<file path="config.mk">
export PLATFORM = sky130hd
export DESIGN_NAME = fbpa_ram
export DESIGN_NICKNAME = d
export VERILOG_FILES = /design/src/hw/rtl/fbpa_ram.sv
export SDC_FILE = /design/constraint.sdc
export NUM_CORES = 1
export LEC_CHECK = 0
export BUFFER_PORTS_ARGS = -buffer_cell sky130_fd_sc_hd__buf_2
export CAP_MARGIN = 20
export CORE_ASPECT_RATIO = 1.5
export CORE_MARGIN = 4
export CORE_UTILIZATION = 67
export CTS_CLUSTER_SIZE = 12
export DETAILED_ROUTE_END_ITERATION = 10
export GPL_TIMING_DRIVEN = 0
export HOLD_SLACK_MARGIN = 0.02
export PLACE_DENSITY = 0.84
export SYNTH_ARGS = -nofsm -noshare
export SYNTH_HDL_FRONTEND = slang
export SYNTH_SLANG_ARGS = --single-unit
</file>
<file path="constraint.sdc">
create_clock -name clk -period 4.6 [get_ports clk]
set_input_delay 0.46 -clock clk [delete_from_list [all_inputs] [get_ports clk]]
set_output_delay 0.46 -clock clk [all_outputs]
set_load 0.02 [all_outputs]
</file>
<file path="src/hw/rtl/fbpa_ram.sv">
// generic simple dual port ram with registered read
module fbpa_ram #(
	parameter int WIDTH = 32,
	parameter int DEPTH = 32
) (
	input  logic                     clk,
	input  logic                     we,
	input  logic [$clog2(DEPTH)-1:0] waddr,
	input  logic [WIDTH-1:0]         wdata,
	input  logic [$clog2(DEPTH)-1:0] raddr,
	output logic [WIDTH-1:0]         rdata
);

	logic [WIDTH-1:0] mem [DEPTH];

	// write port and registered read port
	always_ff @(posedge clk) begin
		if (we) begin
			mem[waddr] <= wdata;
		end
		rdata <= mem[raddr];
	end

endmodule

</file>
==> impl_metrics.ini <==
[timing]
fmax_mhz = 439
max_slew_margin_pct = 31.2
period_needed_ps = 2280
tightest_slew_ps = 1030
rsz0062_at_grt = no
finalHoldViolCount = 0
setup_tns_ps = 0
final.period_utilization_pct = 49.5
final-setup-viol-count = 0
slew_viol_final = 0
skew_ps = 23.4
hold_ws_ps = 342

[logic_synthesis]
ys_types = 25
synth_simple_gate_area_share_pct = 3.10
yosysWarnings = 0
ys_ff_latch = 1056
synth_fa_ha_area_share_pct = 0
ys.flop_type = edfxtp_1
netlist_area_sq_um = 40500
synth_edf_count = 1024
synthXorXnorAreaFrac_pct = 0
ys_seq_area_share_pct = 77.5
synth_compound_area_share_pct = 4.85
async_flop_share_pct = 0
synthCells = 2260
syn_nets = 2304
synth_top_family_by_area = multiplexers
avgSynthCellArea_sq_um = 17.9
synthMuxAreaShare_pct = 12.7

[clock_network]
post_cts_buffers = 0
cts-htree-levels = 3
clockRootBuffer = clkbuf_16
cts_tree = built
post_cts_resized = 0
path_clk_slew_ps = 60
cts.sinks = 1056
numCtsBuffers = 98
cts_hold_buf = 0
clk_latency_ps = 660
cts_buffer_depth = 3

[grt]
grt-ovfl-total = 0
grtUsageTotal_pct = 30.6
antenna_found_initial = 5
met1_usage_pct = 35.4
grt_max_degree = 33
grt_busiest_layer = met2
grt.met2_usage_pct = 54.6
use_met3_pct = 5.48
grt_pass1_wl_microns = 145000
grt_pass1_vias = 23100

[placed_design]
place_hpwl_microns = 61700
numPortBuffers = 74
place_congestion = 0.909
dp_cells = 3150

[worst_setup_path]
critPathCaptureType = flip-flop
cp_data_required_time_ps = 5050
start_kind = input port
cp_max_fo = 10
cp.arrival_ps = 2730
path_class = input port to flip-flop

[layout]
area_growth_pct = 12.4
final_nets = 2511
fin_cells = 3300
nFillCells = 3066
drive_gt1_share_pct = 12.9
final_util_pct = 75.9

[outcome]
status = finished, final reports clean

[die]
die_x_microns = 209
dieArea_sq_um = 64500
num_rows = 110
start_util_pct = 67.5
core_area_sq_um = 60000
die_y_microns = 309
io_pins = 76

[flow_run]
cap_viol_max_count = 0

[detailed_routing]
firstDrtPassIters = 7
antenna_left = 0
routedWlPerCell_microns = 30.6
via_per_inst = 6.82
wirelength_microns = 101000
first_iter_violations = 3084
num_vias = 22500
post-route-drc-count = 0

[power]
p_leak_uw = 0.0159
p_comb_share_pct = 5.9
sw_frac_of_total_pct = 21.3
peakVddDrop_mv = 0.312
p_switching_uw = 4100
powerDensity_nw_per_um2 = 422
p_int_uw = 15100
power_frac_clock_pct = 38.1
pwr-share-seq_pct = 55.9

[min_path]
worstHoldPathType = input port to flip-flop
==> synth_stat cells (33+ instances only) <==
| library cell | n | area share [%] |
|---|---|---|
| nor2_1 | 34 | 0.32 |
| nand2_1 | 98 | 0.91 |
| nand3_1 | 98 | 1.2 |
| a22oi_1 | 96 | 1.8 |
| buf_4 | 33 | 0.61 |
| edfxtp_1 | 1024 | 76 |
| a21oi_1 | 96 | 1.2 |
| clkbuf_1 | 46 | 0.43 |
| a22o_1 | 64 | 1.4 |
| mux2i_1 | 512 | 13 |
==> layout by cell type, fill, tap and decap left out, types with 2 or more instances in the layout <==
cell | netlist | routed
dfxtp_1 | 32 | 32
a31oi_1 | 32 | 32
nor3_1 | 32 | 32
clkbuf_16 | 0 | 103
edfxtp_1 | 1024 | 1024
buf_1 | 5 | 5
nand2_1 | 98 | 98
buf_16 | 0 | 3
buf_4 | 33 | 33
nor2_4 | 0 | 32
buf_6 | 15 | 15
mux2i_1 | 512 | 512
a22o_1 | 64 | 64
or3b_2 | 3 | 3
nor2_1 | 34 | 2
inv_6 | 0 | 2
nand2b_1 | 2 | 2
a22oi_1 | 96 | 96
clkbuf_4 | 2 | 2
nand3b_1 | 5 | 5
buf_12 | 0 | 29
buf_2 | 26 | 100
nand3_1 | 98 | 98
diode_2 | 0 | 4
clkbuf_1 | 46 | 85
a21oi_1 | 96 | 96
==> registers in the layout, summed over array words and instances, names as in the netlist <==
signal / flops
mem: 1024
rdata: 32
==> power by group through the flow <==
stage	registers [uW]	logic [uW]	clock network, uW
2_1_floorplan	11000	553	0
3_3_place_gp	10900	1020	0
3_5_place_dp	10900	1090	0
4_1_cts	10700	1110	7290
5_1_grt	10700	1180	7720
6_report	10700	1140	7330
==> path summary, 6_finish.rpt <==
kind	to	slack, ps	start	depth (start not counted)
worst max-delay path	rdata[5]	2320	raddr[2]	7
worst min-delay path	mem[2][11]	340	wdata[11]	1
worst max register to register	rdata[5]	2760	mem[0][5]	5
worst min register to register	rdata[23]	610	mem[10][23]	4
==> layer usage <==
layer,up-vias,routed length [microns]
li1,9319,-
met1,11100,32300
met2,1681,52600
met3,423,9960
met4,4,6250
met5,-,51
==> worst max-delay path, cell delays in order <==
cell	delay [ps]
buf_2	120
and2b_1	210
buf_4	230
clkbuf_1	570
a22oi_1	260
a31oi_1	620
nand3_1	240
==> logic make-up after synthesis <==
family / Yosys count
buffers and inverters: 127
AND/OR/NAND/NOR: 277
AO/OA/AOI/OAI: 288
flip-flops: 1056
multiplexers: 512
==> cell type report <==
cell class | count | area (sq um) | area share (%)
diodes | 4 | 10.0 | 0.0220
plain buffers | 127 | 753 | 1.65
clock buffers | 143 | 2740 | 6.01
multi-input cells | 1077 | 8580 | 18.9
repair buffers | 107 | 1050 | 2.30
well taps | 784 | 981 | 2.15
flip-flops and latches | 1056 | 31400 | 69.0
clock inverters | 2 | 17.5 | 0.0385
==> per-stage QoR <==
step                      instance area, sq um  setup WS, ps  total power, uW
final                                    45500          2320            19200
after global routing                     45500          2370            19600
after CTS                                45500          2470            19100
after detailed placement                 42700          1840            12000
after global placement                   41800           186            12000
after floorplan                          40500          1710            11500
No activity file was read; power rests on OpenSTA's default activity.
