$ cat config.mk
export PLATFORM = sky130hd
export DESIGN_NAME = fbpa_div
export DESIGN_NICKNAME = d
export VERILOG_FILES = /design/src/hw/rtl/fbpa_pkg.sv /design/src/hw/rtl/fbpa_div.sv
export SDC_FILE = /design/constraint.sdc
export NUM_CORES = 1
export LEC_CHECK = 0
export ABC_AREA = 1
export BUFFER_PORTS_ARGS = -buffer_cell sky130_fd_sc_hd__buf_2
export CAP_MARGIN = 20
export CORE_MARGIN = 2
export CORE_UTILIZATION = 29
export CTS_CLUSTER_SIZE = 20
export DETAILED_ROUTE_END_ITERATION = 16
export PLACE_DENSITY_LB_ADDON = 0.12
export SYNTH_ARGS = -nofsm -noshare
export SYNTH_HDL_FRONTEND = slang
export SYNTH_SLANG_ARGS = --single-unit
$ cat constraint.sdc
create_clock -name clk -period 2.7 [get_ports clk]
set_input_delay 0.27 -clock clk [delete_from_list [all_inputs] [get_ports clk]]
set_output_delay 0.27 -clock clk [all_outputs]
set_load 0.005 [all_outputs]
$ cat src/hw/rtl/fbpa_pkg.sv
// shared widths, codes and state type of the fixed block pool allocator
package fbpa_pkg;

	// pool geometry
	localparam int POOL_BLOCKS = 1024;
	localparam int IDX_W       = $clog2(POOL_BLOCKS);
	localparam int WORD_W      = 32;
	localparam int NUM_WORDS   = POOL_BLOCKS / WORD_W;
	localparam int WSEL_W      = $clog2(NUM_WORDS);
	localparam int BSEL_W      = $clog2(WORD_W);

	// field widths
	localparam int SIZE_W = 24;
	localparam int CNT_W  = 11;
	localparam int TOT_W  = 34;
	localparam int PCT_W  = 15;
	localparam int PROD_W = CNT_W + SIZE_W;
	localparam int NUM_W  = TOT_W + PCT_W;

	// waste percentage scale: 100 percent times 256
	localparam int PCT_SCALE = 25600;

	// reset values of the configuration registers
	localparam logic [SIZE_W-1:0] BLOCK_BYTES_RST = SIZE_W'(4096);
	localparam logic [CNT_W-1:0]  BLOCK_COUNT_RST = CNT_W'(POOL_BLOCKS);
	localparam logic [CNT_W-1:0]  BLOCK_COUNT_MAX = CNT_W'(POOL_BLOCKS);

	// configuration register indexes
	typedef enum logic {
		CFG_BLOCK_BYTES = 1'b0,
		CFG_BLOCK_COUNT = 1'b1
	} cfg_idx_t;

	// operation codes
	typedef enum logic [1:0] {
		FUNC_ALLOC = 2'd0,
		FUNC_FREE  = 2'd1,
		FUNC_QUERY = 2'd2
	} func_t;

	// result status codes
	typedef enum logic [1:0] {
		STAT_OK         = 2'd0,
		STAT_ALLOC_FAIL = 2'd1,
		STAT_RANGE      = 2'd2
	} status_t;

	// control sequencer states
	typedef enum logic [2:0] {
		ST_IDLE,
		ST_LOOKUP,
		ST_MUL,
		ST_WASTE,
		ST_SCALE,
		ST_DIV_GO,
		ST_DIV,
		ST_OUT
	} state_t;

endpackage

$ cat src/hw/rtl/fbpa_div.sv
// restoring divider for the waste percentage, one quotient bit per cycle
module fbpa_div (
	input  logic                          clk,
	input  logic                          arst_n,
	input  logic                          start,
	input  logic [fbpa_pkg::NUM_W-1:0]    num,
	input  logic [fbpa_pkg::TOT_W-1:0]    den,
	output logic                          done,
	output logic [fbpa_pkg::PCT_W-1:0]    quot
);

	localparam int CNT_BITS = $clog2(fbpa_pkg::PCT_W + 1);

	logic                          busy_q;
	logic                          done_q;
	logic [CNT_BITS-1:0]           cnt_q;
	logic [fbpa_pkg::TOT_W-1:0]    rem_q;
	logic [fbpa_pkg::PCT_W-1:0]    low_q;
	logic [fbpa_pkg::TOT_W-1:0]    den_q;
	logic [fbpa_pkg::TOT_W:0]      trial;
	logic                          ge;
	logic [fbpa_pkg::TOT_W-1:0]    rem_next;

	// one restoring step: shift in the next numerator bit, subtract if it fits
	always_comb begin
		trial    = {rem_q, low_q[fbpa_pkg::PCT_W-1]};
		ge       = trial >= {1'b0, den_q};
		rem_next = ge ? fbpa_pkg::TOT_W'(trial - {1'b0, den_q})
		              : trial[fbpa_pkg::TOT_W-1:0];
	end

	// control: iteration count and done pulse
	always_ff @(posedge clk or negedge arst_n) begin
		if (!arst_n) begin
			busy_q <= 1'b0;
			done_q <= 1'b0;
			cnt_q  <= '0;
		end else begin
			done_q <= 1'b0;
			if (start) begin
				busy_q <= 1'b1;
				cnt_q  <= CNT_BITS'(fbpa_pkg::PCT_W);
			end else if (busy_q) begin
				cnt_q <= cnt_q - CNT_BITS'(1);
				if (cnt_q == CNT_BITS'(1)) begin
					busy_q <= 1'b0;
					done_q <= 1'b1;
				end
			end
		end
	end

	// datapath: high part of the numerator is already below the divisor
	always_ff @(posedge clk) begin
		if (start) begin
			rem_q <= num[fbpa_pkg::NUM_W-1:fbpa_pkg::PCT_W];
			low_q <= num[fbpa_pkg::PCT_W-1:0];
			den_q <= den;
		end else if (busy_q) begin
			rem_q <= rem_next;
			low_q <= {low_q[fbpa_pkg::PCT_W-2:0], ge};
		end
	end

	assign done = done_q;
	assign quot = low_q;

endmodule

==> results.py <==
metrics = {
    "outcome": {
        "run_status": "completed",
    },
    "finish": {
        "num-nets-final": 1176,
        "drive_above_1_share": 0.147,
        "antenna_cells": 0,
        "utilization": 0.347,
        "areaGrowthSynthToFinish_pct": 17.7,
        "mostFrequentLayoutCell": "nand2_1",
        "most-common-layout-cells": "nand2_1 (437), inv_1 (154), buf_2 (100)",
    },
    "worst_setup_path": {
        "slowest_delay_ns": 0.42,
        "crit_slowest_cell": "edfxtp_1",
        "startpoint_type": "register",
        "critPathMaxFanout": 35,
        "cp_cell_sequence": "ha_1, nand2_1, inv_1, nand2_1, nand2_1, inv_1, nand2_1, a21oi_2, nand2_4, nand2_8, nand2_8, nand2_4, nand2_1, nand2_1, nand2_1",
        "arrival_ns": 2.57,
        "cpMostUsedCell": "nand2_1",
        "endpoint_kind": "register",
        "cp.required_ns": 2.82,
        "crit_type": "register to register",
    },
    "clock_tree": {
        "cts_max_level": 3,
        "cts_setup_buffers": 0,
        "clk_pin_slew_ns": 0.07,
        "cts_buffer_depth": 2,
        "clock_latency_ns": 0.36,
        "numCtsBuffers": 9,
        "cts_tree": "built",
        "root_buffer": "clkbuf_16",
        "cts.sinks": 89,
    },
    "timing": {
        "finalCritPeriodShare": 0.909,
        "maxSlewHeadroom": 0.597,
        "rsz0062_at_grt": "false",
        "min_period_ns": 2.45,
        "worst_clock_skew_ns": 0.00927,
        "finalHoldViolations": 0,
        "setup_viol_count_final": 0,
        "fmax_ghz": 0.408,
        "maxSlewViolCount": 0,
        "fin_tns_setup_ns": 0,
        "worst_pin_slew_ns": 0.604,
    },
    "floorplanning": {
        "start_util": 0.295,
        "dieArea_um2": 24300,
        "fp-row-count": 55,
        "fp.dieH_um": 156,
        "ios": 102,
        "fp.dieW_um": 156,
        "core-area_um2": 22600,
    },
    "job": {
        "maxCapViolCount": 0,
    },
    "route": {
        "wl_per_cell_um": 13.7,
        "antenna_left": 0,
        "vias": 5864,
        "drtIter0Drc": 326,
        "routed_wl_um": 18400,
        "via_per_inst": 4.37,
        "route.detailed.drc": 0,
        "first_pass_iters": 7,
    },
    "power": {
        "p_int_mw": 4.29,
        "power_switching_mw": 3.73,
        "swShare": 0.466,
        "worst_ir_drop_vdd_v": 0.000362,
        "p_leak_nw": 4.25,
        "pwr-share-clk": 0.168,
        "power.share.combinational": 0.570,
        "power.density_nw_per_um2": 1020,
        "seqPwrFrac": 0.263,
    },
    "logic_synthesis": {
        "yosys_warnings": 0,
        "synth_edf_count": 83,
        "ys_types": 34,
        "ys_ff_latch": 89,
        "syn-cell-area_um2": 6680,
        "syn_avg_cell_area_um2": 7.04,
        "ys_seq_area_frac": 0.396,
        "synth_cells": 949,
        "synthArstFlopShare": 0.0674,
        "syn_nets": 1072,
        "ys.flop_type": "edfxtp_1",
    },
    "global_routing": {
        "grt_max_degree": 56,
        "grt_pass1_wl_um": 29900,
        "grt_pass1_vias": 5697,
        "grt_use_total": 0.158,
        "grt.overflow.total": 0,
        "grt_antenna_before_repair": 0,
    },
    "placed_design": {
        "portBuffers": 101,
        "gp_congestion": 0.889,
        "hpwlAfterDp_um": 14200,
    },
    "hold_path": {
        "hold_class": "input pin to register",
    },
}
[area by class of cell]
type / count / area (um^2)
clock buffer: 10 / 250
clock inverter: 6 / 65.1
fill: 2497 / 14800
inverter: 165 / 619
multi-input combinational: 676 / 3320
sequential: 89 / 2640
tap: 285 / 357
timing repair buffer: 112 / 606
[synthesized netlist by cell type (8+ instances only)]
library cell	instances	area, um^2
nand2_1	438	1640
inv_1	154	578
edfxtp_1	83	2490
nor2_1	47	176
nand3_1	42	210
nand3b_1	37	278
ha_1	36	450
a21oi_1	20	100
xnor2_1	14	123
inv_2	10	37.5
buf_2	8	40.0
clkbuf_1	8	30.0
o21ai_0	8	40.0
[flip-flops by register name, indices dropped and copies added, names as in the netlist]
name	count
den_q	34
cnt_q	4
busy_q	1
rem_q	34
done	1
quot	15
[cells by family after synthesis]
logic type	share of synthesized area
AOI/OAI and AO/OA	0.0274
xor gates and xnor gates	0.0223
adders and majority gates	0.0705
buffers and inverters	0.108
DFF	0.396
and+or+nand+nor	0.376
[timing repair]
item	4_1_cts	5_1_grt
endpoints found under the hold margin	6	0
setup endpoints to repair	0	4
hold buffers	1	0
gates resized for setup	0	2
[through the flow]
stage | total power, mW | hold slack, ns | std cells | setup WS (ns) | cell area (um^2)
finish | 8.02 | 0.0805 | 1343 | 0.246 | 7860
global route | 8.84 | 0.0622 | 1343 | 0.0350 | 7860
CTS | 8.11 | 0.0684 | 1343 | 0.125 | 7850
detailed placement | 6.72 | 0.106 | 1326 | 0.148 | 7530
global placement | 6.75 | 0.110 | 1326 | 0.141 | 7530
floorplan | 5.53 | -0.0256 | 949 | 0.291 | 6680
[power groups by stage]
| stage | Combinational (mW) | Clock (mW) | Sequential [mW] |
|---|---|---|---|
| after floorplan | 3.45 | 0 | 2.08 |
| after global placement | 4.61 | 0 | 2.14 |
| after detailed placement | 4.59 | 0 | 2.12 |
| after CTS | 4.62 | 1.39 | 2.11 |
| after global routing | 5.25 | 1.43 | 2.15 |
| final | 4.57 | 1.34 | 2.11 |
[layer usage]
metal  up-vias  GRT usage  wire, um  share of wire
li1       3144          -         -              -
met1      2574      0.223      9340           0.51
met2       131      0.244      7850           0.43
met3        15     0.0375       962          0.052
met4         0     0.0393       247          0.013
met5         -          0         0              0
[critical path: cells and delay by family (launching register included)]
family,cells,cell delay [ns]
DFF,1,0.42
AOI/OAI and AO/OA,1,0.18
buffers and inverters,2,0.13
and+or+nand+nor,11,1.07
adders and majority gates,1,0.40
[worst paths after layout]
| path | from | end | slack [ns] | cells past startpoint |
|---|---|---|---|---|
| hold / removal | den[30] | den_q[30]$_DFFE_PP_ | 0.08 | 1 |
| max in group asynchronous | arst_n | cnt_q[0]$_DFFE_PN0P_ | 2.32 | 2 |
| setup reg to reg | rem_q[25]$_DFFE_PP_ | rem_q[30]$_DFFE_PP_ | 0.25 | 15 |
| min in group asynchronous | arst_n | cnt_q[1]$_DFFE_PN0P_ | 0.24 | 2 |
| setup / recovery | rem_q[25]$_DFFE_PP_ | rem_q[30]$_DFFE_PP_ | 0.25 | 15 |
| hold reg to reg | cnt_q[3]$_DFFE_PN0P_ | cnt_q[3]$_DFFE_PN0P_ | 0.51 | 1 |
(Power assumes the default switching activity.)
